`config.mk`:
```
export PLATFORM = sky130hd
export DESIGN_NAME = trs_row_ser
export DESIGN_NICKNAME = d
export VERILOG_FILES = /design/src/trs_pkg.sv /design/src/trs_row_ser.sv
export SDC_FILE = /design/constraint.sdc
export NUM_CORES = 1
export LEC_CHECK = 0
export BUFFER_PORTS_ARGS = -buffer_cell sky130_fd_sc_hd__buf_2
export CORE_AREA = 2 2 205 207
export DETAILED_ROUTE_END_ITERATION = 8
export DIE_AREA = 0 0 207 209
export PLACE_DENSITY = 0.68
export REMOVE_ABC_BUFFERS = 1
export SYNTH_ARGS = -nofsm -noshare
export SYNTH_HDL_FRONTEND = slang
export SYNTH_SLANG_ARGS = --single-unit
```
`constraint.sdc`:
```
create_clock -name clock -period 13.2 [get_ports clock]
set_input_delay 2.64 -clock clock [delete_from_list [all_inputs] [get_ports clock]]
set_output_delay 2.64 -clock clock [all_outputs]
set_load 0.05 [all_outputs]
```
`src/trs_pkg.sv`:
```
`timescale 1ns / 1ps
// ----------------------------------------------------------------------------
// trs_pkg
// Types, constants and helpers shared by the model matrix pipeline.
// ----------------------------------------------------------------------------
package trs_pkg;

   localparam int TRIG_ITERATIONS = 16;
   localparam int NSTAGE = (TRIG_ITERATIONS < 24) ? TRIG_ITERATIONS : 24;

   localparam logic signed [33:0] CORDIC_K = 34'sd652032874;
   localparam logic signed [25:0] DEG90    = 26'sd5898240;
   localparam logic signed [25:0] DEG180   = 26'sd11796480;
   localparam logic signed [25:0] DEG270   = 26'sd17694720;
   localparam logic signed [25:0] DEG360   = 26'sd23592960;
   localparam logic signed [31:0] ONE_Q16  = 32'sd65536;

   typedef struct packed {
      logic signed [31:0] pos_x;
      logic signed [31:0] pos_y;
      logic signed [31:0] pos_z;
      logic signed [31:0] angle_x_deg;
      logic signed [31:0] angle_y_deg;
      logic signed [31:0] angle_z_deg;
      logic signed [31:0] scale_x;
      logic signed [31:0] scale_y;
      logic signed [31:0] scale_z;
   } req_type;

   typedef struct packed {
      logic [1:0]         row_index;
      logic signed [31:0] elem_0;
      logic signed [31:0] elem_1;
      logic signed [31:0] elem_2;
      logic signed [31:0] elem_3;
      logic               last_row;
   } rsp_type;

   typedef struct packed {
      logic [2:0][31:0] pos;
      logic [2:0][31:0] scale;
   } side_type;

   typedef struct packed {
      logic [2:0][31:0] cosv;
      logic [2:0][31:0] sinv;
      side_type         side;
   } trig_type;

   typedef struct packed {
      logic [2:0][2:0][31:0] e;
      logic [2:0][31:0]      pos;
   } mat_type;

   function automatic logic [21:0] atan_deg(input int i);
      logic [21:0] v;
      case (i)
         0: v = 22'd2949120;  1: v = 22'd1740967;  2: v = 22'd919879;
         3: v = 22'd466945;   4: v = 22'd234379;   5: v = 22'd117304;
         6: v = 22'd58666;    7: v = 22'd29335;    8: v = 22'd14668;
         9: v = 22'd7334;     10: v = 22'd3667;    11: v = 22'd1833;
         12: v = 22'd917;     13: v = 22'd458;     14: v = 22'd229;
         15: v = 22'd115;     16: v = 22'd57;      17: v = 22'd29;
         18: v = 22'd14;      19: v = 22'd7;       20: v = 22'd4;
         21: v = 22'd2;       22: v = 22'd1;
         default: v = 22'd0;
      endcase
      return v;
   endfunction

   function automatic logic signed [33:0] qmul30(input logic signed [33:0] a,
                                                 input logic signed [33:0] b);
      logic signed [67:0] p;
      p = a * b;
      return p[63:30];
   endfunction

   function automatic logic [31:0] sat32(input logic signed [35:0] v);
      logic [31:0] r;
      if (v > 36'sd2147483647) r = 32'h7fff_ffff;
      else if (v < -36'sd2147483648) r = 32'h8000_0000;
      else r = v[31:0];
      return r;
   endfunction

endpackage

```
`src/trs_row_ser.sv`:
```
`timescale 1ns / 1ps
// ----------------------------------------------------------------------------
// trs_row_ser
// Holds one finished matrix and issues it one row per transaction.
// ----------------------------------------------------------------------------
module trs_row_ser (
   input  logic              clock,
   input  logic              reset,
   input  logic              in_valid,
   input  trs_pkg::mat_type  in_data,
   output logic              take,
   output logic              rsp_valid,
   input  logic              rsp_ready,
   output trs_pkg::rsp_type  rsp_data
);
   import trs_pkg::*;

   logic        valid_ff;
   logic [1:0]  row_ff;
   mat_type     mat_ff;

   assign take = !valid_ff || (rsp_ready && row_ff == 2'd3);

   always_ff @(posedge clock) begin
      if (reset) begin
         valid_ff <= 1'b0;
         row_ff   <= 2'd0;
      end else if (take) begin
         valid_ff <= in_valid;
         row_ff   <= 2'd0;
      end else if (rsp_ready) begin
         row_ff <= row_ff + 2'd1;
      end
   end

   always_ff @(posedge clock) begin
      if (take) mat_ff <= in_data;
   end

   assign rsp_valid = valid_ff;

   always_comb begin
      rsp_data.row_index = row_ff;
      rsp_data.last_row  = 1'b0;
      case (row_ff)
         2'd0, 2'd1, 2'd2: begin
            rsp_data.elem_0 = mat_ff.e[row_ff][0];
            rsp_data.elem_1 = mat_ff.e[row_ff][1];
            rsp_data.elem_2 = mat_ff.e[row_ff][2];
            rsp_data.elem_3 = mat_ff.pos[row_ff];
         end
         default: begin
            rsp_data.elem_0   = '0;
            rsp_data.elem_1   = '0;
            rsp_data.elem_2   = '0;
            rsp_data.elem_3   = ONE_Q16;
            rsp_data.last_row = 1'b1;
         end
      endcase
   end

endmodule
```
# Word level (Yosys, flattened, before mapping)

Index checks and enable logic that the tools add are counted.

Output and inout bits: 133
Bits in registers: 387
Logic and storage cells: 31
Bits of input ports: 388

Reduce and logical (&&, ||, !) cells: 6
Muxes and demuxes: 6
Add/sub/neg operators: 1
Equal/unequal tests: 3
Magnitude comparators: 1

Operators by type and width:

| kind                  | count |
|---|---|
| $bmux W96 S2          | 1 |
| $mux W128             | 1 |
| $mux W96              | 1 |
| $bmux W32 S2          | 1 |
| $mux W32              | 1 |
| $eq A2 B2 Y1 const B  | 2 |
| $lt A2 B3 Y1 const B  | 1 |
| $reduce_or A3 Y1      | 1 |
| $add A2 B1 Y2 const B | 1 |
| $eq A2 B1 Y1 const B  | 1 |
| $logic_not A2 Y1      | 1 |
| $reduce_or A2 Y1      | 1 |
| $logic_and A1 B1 Y1   | 1 |
| $logic_not A1 Y1      | 1 |
| $logic_or A1 B1 Y1    | 1 |
| $mux W1               | 1 |

# Longest topological paths before layout

Gate-level depths: netlist of the first run.

Depth in word-level cells: 4
Depth in mapped cells: 6
Depth with buffers taken out: 4

# Worst setup path before layout of the first run

No wires, ideal clock.

Kind: in2out
From: in rsp_ready
To: out take
Path slack: -464 ps
Path buffers: 0
Stages on the path: 2
Arrival time: 11024 ps
Required time: 10560 ps
Path through: nand2_1 -> nand2_1

Word-level cells in the longest chain between the ends: 2

Ends and longest elaborated chain:

| element             | RTL line          | RTL |
|---|---|---|
| start, declared     | trs_row_ser.sv:13 | `input logic rsp_ready,` |
| $logic_and A1 B1 Y1 | trs_row_ser.sv:22 | `assign take = !valid_ff \|\| (rsp_ready && row_ff == 2'd3);` |
| $logic_or A1 B1 Y1  | trs_row_ser.sv:22 |  |
| end, declared       | trs_row_ser.sv:11 | `output logic take,` |

No other way between the ends.

# Worst setup path after layout of the first run

Ends and elaborated chain as after synthesis.

==> results of run 1 <==
cell families after synthesis:
| kind of cell | after synthesis |
|---|---|
| mux | 2 |
| flops | 387 |
| simple gates | 262 |
| fa+ha+maj | 2 |
| buf+inv | 86 |
| compound gates | 258 |
placed cells by master, fill, tap and decap left out:
| cell | synthesis | routed |
|---|---|---|
| buf_2 | 17 | 520 |
| edfxtp_1 | 384 | 384 |
| a211oi_2 | 200 | 200 |
| nand2_1 | 129 | 128 |
| nor2b_1 | 100 | 100 |
| a211oi_1 | 54 | 54 |
| clkbuf_16 | 0 | 44 |
| and2b_1 | 27 | 27 |
| buf_4 | 10 | 15 |
| diode_2 | 0 | 11 |
| clkinv_1 | 0 | 11 |
| clkinv_2 | 0 | 7 |
| clkbuf_1 | 30 | 7 |
| bufinv_16 | 0 | 5 |
| nor2_1 | 3 | 3 |
| mux2i_1 | 2 | 2 |
| nand2b_1 | 2 | 2 |
| a21oi_1 | 2 | 2 |
| clkinvlp_4 | 0 | 2 |
| dfxtp_4 | 0 | 2 |
| nand2_4 | 0 | 1 |
| inv_4 | 0 | 1 |
| a31oi_1 | 1 | 1 |
| o21ai_0 | 1 | 1 |
| nand3b_1 | 1 | 1 |
| ha_1 | 2 | 1 |
| ha_4 | 0 | 1 |
| inv_6 | 0 | 1 |
| clkinv_8 | 0 | 1 |
| inv_8 | 0 | 1 |
| dfxtp_1 | 3 | 1 |
worst min path at each step:
stage	from	to	slack [ns]
3_5_place_dp	rsp_valid$_SDFFE_PP0P_	row_ff[1]$_SDFFE_PP0P_	0.54
5_1_grt	rsp_valid$_SDFFE_PP0P_	row_ff[1]$_SDFFE_PP0P_	0.58
6_report	rsp_valid$_SDFFE_PP0P_	row_ff[1]$_SDFFE_PP0P_	0.55
3_3_place_gp	rsp_valid$_SDFFE_PP0P_	row_ff[1]$_SDFFE_PP0P_	0.53
4_1_cts	rsp_valid$_SDFFE_PP0P_	row_ff[1]$_SDFFE_PP0P_	0.55
2_1_floorplan	rsp_valid$_SDFFE_PP0P_	row_ff[1]$_SDFFE_PP0P_	0.72
final cells by class:
cell class | instances | area [sq um] | area share
sequential | 387 | 11600 | 0.559
multi-input combinational | 524 | 4340 | 0.209
timing repair buffer | 535 | 2720 | 0.131
clock buffer | 51 | 1130 | 0.0543
tap | 539 | 674 | 0.0325
clock inverter | 28 | 278 | 0.0134
antenna | 11 | 27.5 | 0.00133
inverter | 1 | 6.26 | 0.000301
power breakdown:
group | internal (uW) | total (uW) | switching [uW]
logic | 139 | 417 | 278
registers | 1460 | 1480 | 27.2
clock network | 709 | 1190 | 482
total | 2300 | 3090 | 788
worst reg2reg max path, cell delays in order (launching register included):
cell	delay, ns
dfxtp_4	0.78
ha_1	0.33
nand2_1	0.12
nand2_4	0.69
buf_4	0.87
buf_4	0.93
flip-flops by register name, summed over array words and instances (netlist names):
| register | cells |
|---|---|
| row_ff | 2 |
| mat_ff | 384 |
| rsp_valid | 1 |
through the flow:
stage          setup TNS [ns]  worst slack [ns]  utilization  instances
2_1_floorplan        -2047.90             -6.35            -        912
3_3_place_gp                0              6.58        0.468       1986
3_5_place_dp                0              6.56        0.468       1986
4_1_cts                     0              6.56        0.502       2065
5_1_grt                     0              6.42        0.503       2075
6_report                    0              6.60        0.503       2076
metal layers:
metal  vias to the layer above  wire length, um  global-route usage  share of wire
met1                      5137            15600               0.217           0.39
li1                       4866                -                   -              -
met3                        83             2920              0.0496          0.072
met2                       393            20600               0.307           0.51
met4                         8             1300              0.0810          0.032
met5                         -               41                   0         0.0010
==> flow_metrics.tcl, run 1 <==
set metrics [dict create \
    yosysMostFrequentCell "edfxtp_1" \
    cp_cell_sequence "buf_2 > nand2_1 > nand2_4 > buf_2" \
    port_buffers 520 \
    cp.required_ns 10.56 \
    synth_top_family_by_area "compound AO/OA/AOI/OAI gates" \
    yosysUniqueCellTypes 23 \
    nNetsFinal 1882 \
    cp_slowest_cell "nand2_4" \
    synthSimpleGateAreaFrac 0.0811 \
    drv_cap 0 \
    muxShareOfSynthArea 0.00121 \
    timing.hold.ws_ns 0.545 \
    hp-class "reg2reg" \
    holdPathStages 2 \
    crit_arrival_ns 3.96 \
    setup-violations-final 0 \
    max_stage_delay_ns 0.69 \
    numCtsBuffers 43 \
    cts_setup_buffers 0 \
    core-area_sq_um 41300 \
    synth-edff-count 384 \
    synth_top_area_share 0.696 \
    vias 10500 \
    cpMostUsedCell "buf_2" \
    skew_ns 0.0237 \
    drc 0 \
    clock_latency_ns 0.56 \
    fin_area_sq_um 20800 \
    grt_pass1_vias 10700 \
    rows 75 \
    gp_congestion 0.840 \
    cts_tree "yes" \
    ctsResizeCount 0 \
    grt_first_pass_wirelength_mm 61.1 \
    syn_area_per_cell_sq_um 16.6 \
    crit_fanout 76 \
    maxSlewViolCount 0 \
    layout-drive-gt1-share 0.525 \
    synth-seq-cells 387 \
    mappedNetlistArea_sq_um 16600 \
    max_freq_mhz 151 \
    irDropWorstVdd_mv 0.139 \
    synth_common_cells "edfxtp_1, a211oi_2, nand2_1, nor2b_1, a211oi_1" \
    start_util 0.401 \
    viasPerCell 5.05 \
    wl_per_cell_um 19.5 \
    worstMarginPinSlew_ns 1.05 \
    outcome "completed" \
    synth_compound_area_frac 0.177 \
    synth-adder-area-share 0.00151 \
    wirelength_mm 40.5 \
    period_needed_ns 6.60 \
    synth_area_leader_cell "edfxtp_1" \
    overflow 0 \
    fp.dieArea_sq_um 43300 \
    crit_type "in2out" \
    p_total_uw 3090 \
    power_leakage_uw 0.00808 \
    dpl.hpwl_mm 27.3 \
    power.density_nw_per_um2 149 \
    async_reset_ff_frac 0 \
    drt-pass1-iter-count 5 \
    h-tree-depth 2 \
    crit_cells 4 \
    cts_buffer_depth 3 \
    num-fill-cells 3556 \
    startpoint "rsp_ready" \
    post_dp_cell_area_sq_um 19300 \
    critical_path.endpoint "take" \
    track_usage 0.181 \
    crit-reg2reg-launch "row_ff[0]$_SDFFE_PP0P_" \
    grt_max_degree 79 \
    r2r_slack_ns 9.05 \
    cp.buffers_inverters 2 \
    seq_area_frac_synth 0.700 \
    synth_ff_type "edfxtp_1" \
    cts_root_buf "clkbuf_16" \
    syn_inst 997 \
    max-slew-margin-rel 0.299 \
    dr.first_iter.drc_count 723 \
    start_kind "input pin" \
    ys_top_cells_by_area "edfxtp_1, a211oi_2, nor2b_1" \
    synthToLayoutAreaGrowth_pct 25.3 \
    yosysWarnings 0 \
    crit_family "simple AND/OR/NAND/NOR gates" \
    end_kind "output pin" \
    reg2reg_depth 5 \
    rsz0062_at_grt "no" \
    ioPinCount 521 \
    finalCritPeriodShare 0.500 \
    antenna_found_initial 14 \
    postRouteAntennaNets 0 \
    hold_viol_final 0 \
    cts.sinks 387 \
    synthXorXnorAreaFrac 0 \
    die_y_um 209 \
    die_w_um 207 \
    holdBufCountCts 0 \
    rr_endpoint "mat_ff[198]$_DFFE_PP_" \
    clkTransAtPathRegs_ns 0.06 \
]
Power figures use the tool's default switching activity.
==> inputs of run 2 (changes only) <==
--- a/config.mk
+++ b/config.mk
@@ -5,11 +5,12 @@
 export SDC_FILE = /design/constraint.sdc
 export NUM_CORES = 1
 export LEC_CHECK = 0
+export ABC_AREA = 1
 export BUFFER_PORTS_ARGS = -buffer_cell sky130_fd_sc_hd__buf_2
-export CORE_AREA = 2 2 205 207
+export CORE_AREA = 2 2 201 203
 export DETAILED_ROUTE_END_ITERATION = 8
-export DIE_AREA = 0 0 207 209
-export PLACE_DENSITY = 0.68
+export DIE_AREA = 0 0 203 205
+export PLACE_DENSITY = 0.66
 export REMOVE_ABC_BUFFERS = 1
 export SYNTH_ARGS = -nofsm -noshare
 export SYNTH_HDL_FRONTEND = slang
==> constraint.sdc (replaced) <==
create_clock -name clock -period 6.9 [get_ports clock]
set_input_delay 1.38 -clock clock [delete_from_list [all_inputs] [get_ports clock]]
set_output_delay 1.38 -clock clock [all_outputs]
set_load 0.05 [all_outputs]
==> run 2 against run 1 <==
Effect of this change: worst setup slack got worse by 4.5 ns; synthesized cell count increased by 37%; total power increased by 86%; combinational power increased by 99%; non-clock buffer count decreased by 3; clock-buffer cell count increased by 1; synthesized area decreased by 4.9%; via count increased by 7.4%; wire length decreased by 0.49%; register-to-register slack got worse by 5.1 ns; critical path type is now reg2out.
==> flow_metrics.tcl, run 2 <==
set metrics [dict create \
    maxSlewViolCount 0 \
    gp_congestion 0.846 \
    core-area_sq_um 39400 \
    grt_first_pass_wirelength_mm 60.3 \
    dp_cells 2355 \
    grt_pass1_vias 11100 \
    async_reset_ff_frac 0 \
    yosysMostFrequentCell "nand2_1" \
    start_util 0.400 \
    p_int_uw 4230 \
    ys_top_cells_by_area "edfxtp_1, nand2_1, inv_1" \
    fp.dieArea_sq_um 41600 \
    numCtsBuffers 42 \
    overflow 0 \
    cts_setup_buffers 0 \
    holdPathStages 2 \
    final_common_cell "buf_2" \
    synth_common_cells "nand2_1, edfxtp_1, inv_1, a21oi_1, nand3_1" \
    max_freq_mhz 209 \
    dpl.hpwl_mm 27.8 \
    postRouteAntennaNets 0 \
    yosysUniqueCellTypes 16 \
    drv_cap 0 \
    largest_reg_flops 384 \
    outcome "completed" \
    track_usage 0.189 \
    final_core_util 0.509 \
    layout-drive-gt1-share 0.312 \
    irDropWorstVdd_mv 0.271 \
    yosysWarnings 0 \
    holdBufCountCts 0 \
    period_needed_ns 4.78 \
    largest_register "mat_ff" \
    die_w_um 203 \
    cp.required_ns 5.52 \
    finalCritPeriodShare 0.693 \
    dr.first_iter.drc_count 643 \
    die_y_um 205 \
    power_frac_seq 0.498 \
    h-tree-depth 2 \
    seq_area_frac_synth 0.735 \
    power_leakage_uw 0.00924 \
    ctsResizeCount 0 \
    drc 0 \
    cts_tree "yes" \
    synth_area_leader_cell "edfxtp_1" \
    drt-pass1-iter-count 4 \
    hold_viol_final 0 \
    p_comb_frac 0.144 \
    synth_top_area_share 0.732 \
    cts_buffer_depth 3 \
    wirelength_mm 40.3 \
    skew_ns 0.0224 \
    wl_per_cell_um 16.5 \
    rsz0062_at_grt "no" \
    grt_max_degree 175 \
    instances_no_fill 2434 \
    ioPinCount 521 \
    cts_root_buf "clkbuf_16" \
    viasPerCell 4.63 \
    syn_inst 1368 \
    start_kind "register" \
    most-common-layout-cells "buf_2, nand2_1, edfxtp_1" \
    synthToLayoutAreaGrowth_pct 27.0 \
    hp-class "reg2reg" \
    timing.hold.ws_ns 0.745 \
    crit_arrival_ns 3.40 \
    crit_fanout 67 \
    mappedNetlistArea_sq_um 15800 \
    power.density_nw_per_um2 287 \
    end_kind "output pin" \
    synth-edff-count 384 \
    p_sw_frac 0.265 \
    synth-seq-cells 387 \
    p_sw_uw 1530 \
    cts.sinks 387 \
    nNetsFinal 2264 \
    antenna_found_initial 12 \
    reg2reg_depth 4 \
    vias 11300 \
    crit_type "reg2out" \
    syn_area_per_cell_sq_um 11.5 \
    port_buffers 520 \
    rows 73 \
    clock_power_share 0.357 \
    clkTransAtPathRegs_ns 0.06 \
    setup-violations-final 0 \
    worstMarginPinSlew_ns 1.03 \
    synth_ff_type "edfxtp_1" \
    clock_latency_ns 0.56 \
    max-slew-margin-rel 0.316 \
]
[run 2: changes by cell type after synthesis, sizes merged, moves of 2 or more]
cell,delta
buf,+10
nor2,+3
a211oi,-254
and2b,-27
mux2i,-2
a21oi,+126
nand2b,-2
nor2b,-100
nand2,+257
inv,+257
nand3,+127
clkbuf,-25
[run 2: routing by layer]
metal | part of all wire | global-route usage | vias to the layer above
li1 | - | - | 5478
met1 | 0.38 | 0.221 | 5244
met2 | 0.50 | 0.319 | 448
met3 | 0.086 | 0.0544 | 88
met4 | 0.040 | 0.0965 | 6
met5 | 0.0010 | 0 | -
[run 2: through the flow]
step / worst slack [ns] / total power [uW] / instance area [sq um] / setup TNS [ns]
2_1_floorplan: -5.41 / 3520 / 15400 / -2042.67
3_3_place_gp: 2.72 / 3740 / 18800 / 0
3_5_place_dp: 2.61 / 3750 / 18800 / 0
4_1_cts: 2.01 / 5820 / 20000 / 0
5_1_grt: 1.84 / 5980 / 20000 / 0
6_report: 2.12 / 5750 / 20000 / 0
[run 2: cell families after synthesis]
logic type               count (synthesis)  share of synthesized area
AND/OR/NAND/NOR                        521                      0.135
flip-flops                             387                      0.735
buffers and inverters                  328                     0.0868
AO/OA/AOI/OAI                          129                     0.0411
adder cells (fa/ha/maj)                  2                    0.00159
XOR/XNOR                                 1                   0.000556
[run 2: worst paths after layout]
path	start	endpoint	slack (ns)
max	row_ff[0]$_SDFFE_PP0P_	rsp_data[100]	2.12
max reg2reg	row_ff[0]$_SDFFE_PP0P_	mat_ff[151]$_DFFE_PP_	3.97
min	row_ff[0]$_SDFFE_PP0P_	row_ff[0]$_SDFFE_PP0P_	0.75
min reg2reg	row_ff[0]$_SDFFE_PP0P_	row_ff[0]$_SDFFE_PP0P_	0.75
[run 2: power by group through the flow]
stage | Clock, uW | Combinational, uW | Sequential, uW
global placement | 0 | 828 | 2910
CTS | 2110 | 841 | 2870
detailed placement | 0 | 838 | 2910
finish | 2050 | 831 | 2870
floorplan | 0 | 552 | 2970
global route | 2190 | 900 | 2880
[run 2: area by class of cell]
class / count / area, sq um
clock buffers: 52 / 1090
fillers: 3518 / 19300
multi-input cells: 653 / 2820
repair buffers: 532 / 2710
clock inverters: 16 / 145
inverters: 258 / 981
well taps: 525 / 657
diodes: 11 / 27.5
flip-flops and latches: 387 / 11600
[run 2: worst max-delay path, cell delays in order, from the launching register on]
cell,delay [ns]
dfxtp_4,0.45
buf_4,0.32
nor2_4,0.16
buf_4,0.55
buf_4,0.67
nand2_1,0.13
a21oi_1,0.19
buf_2,0.28
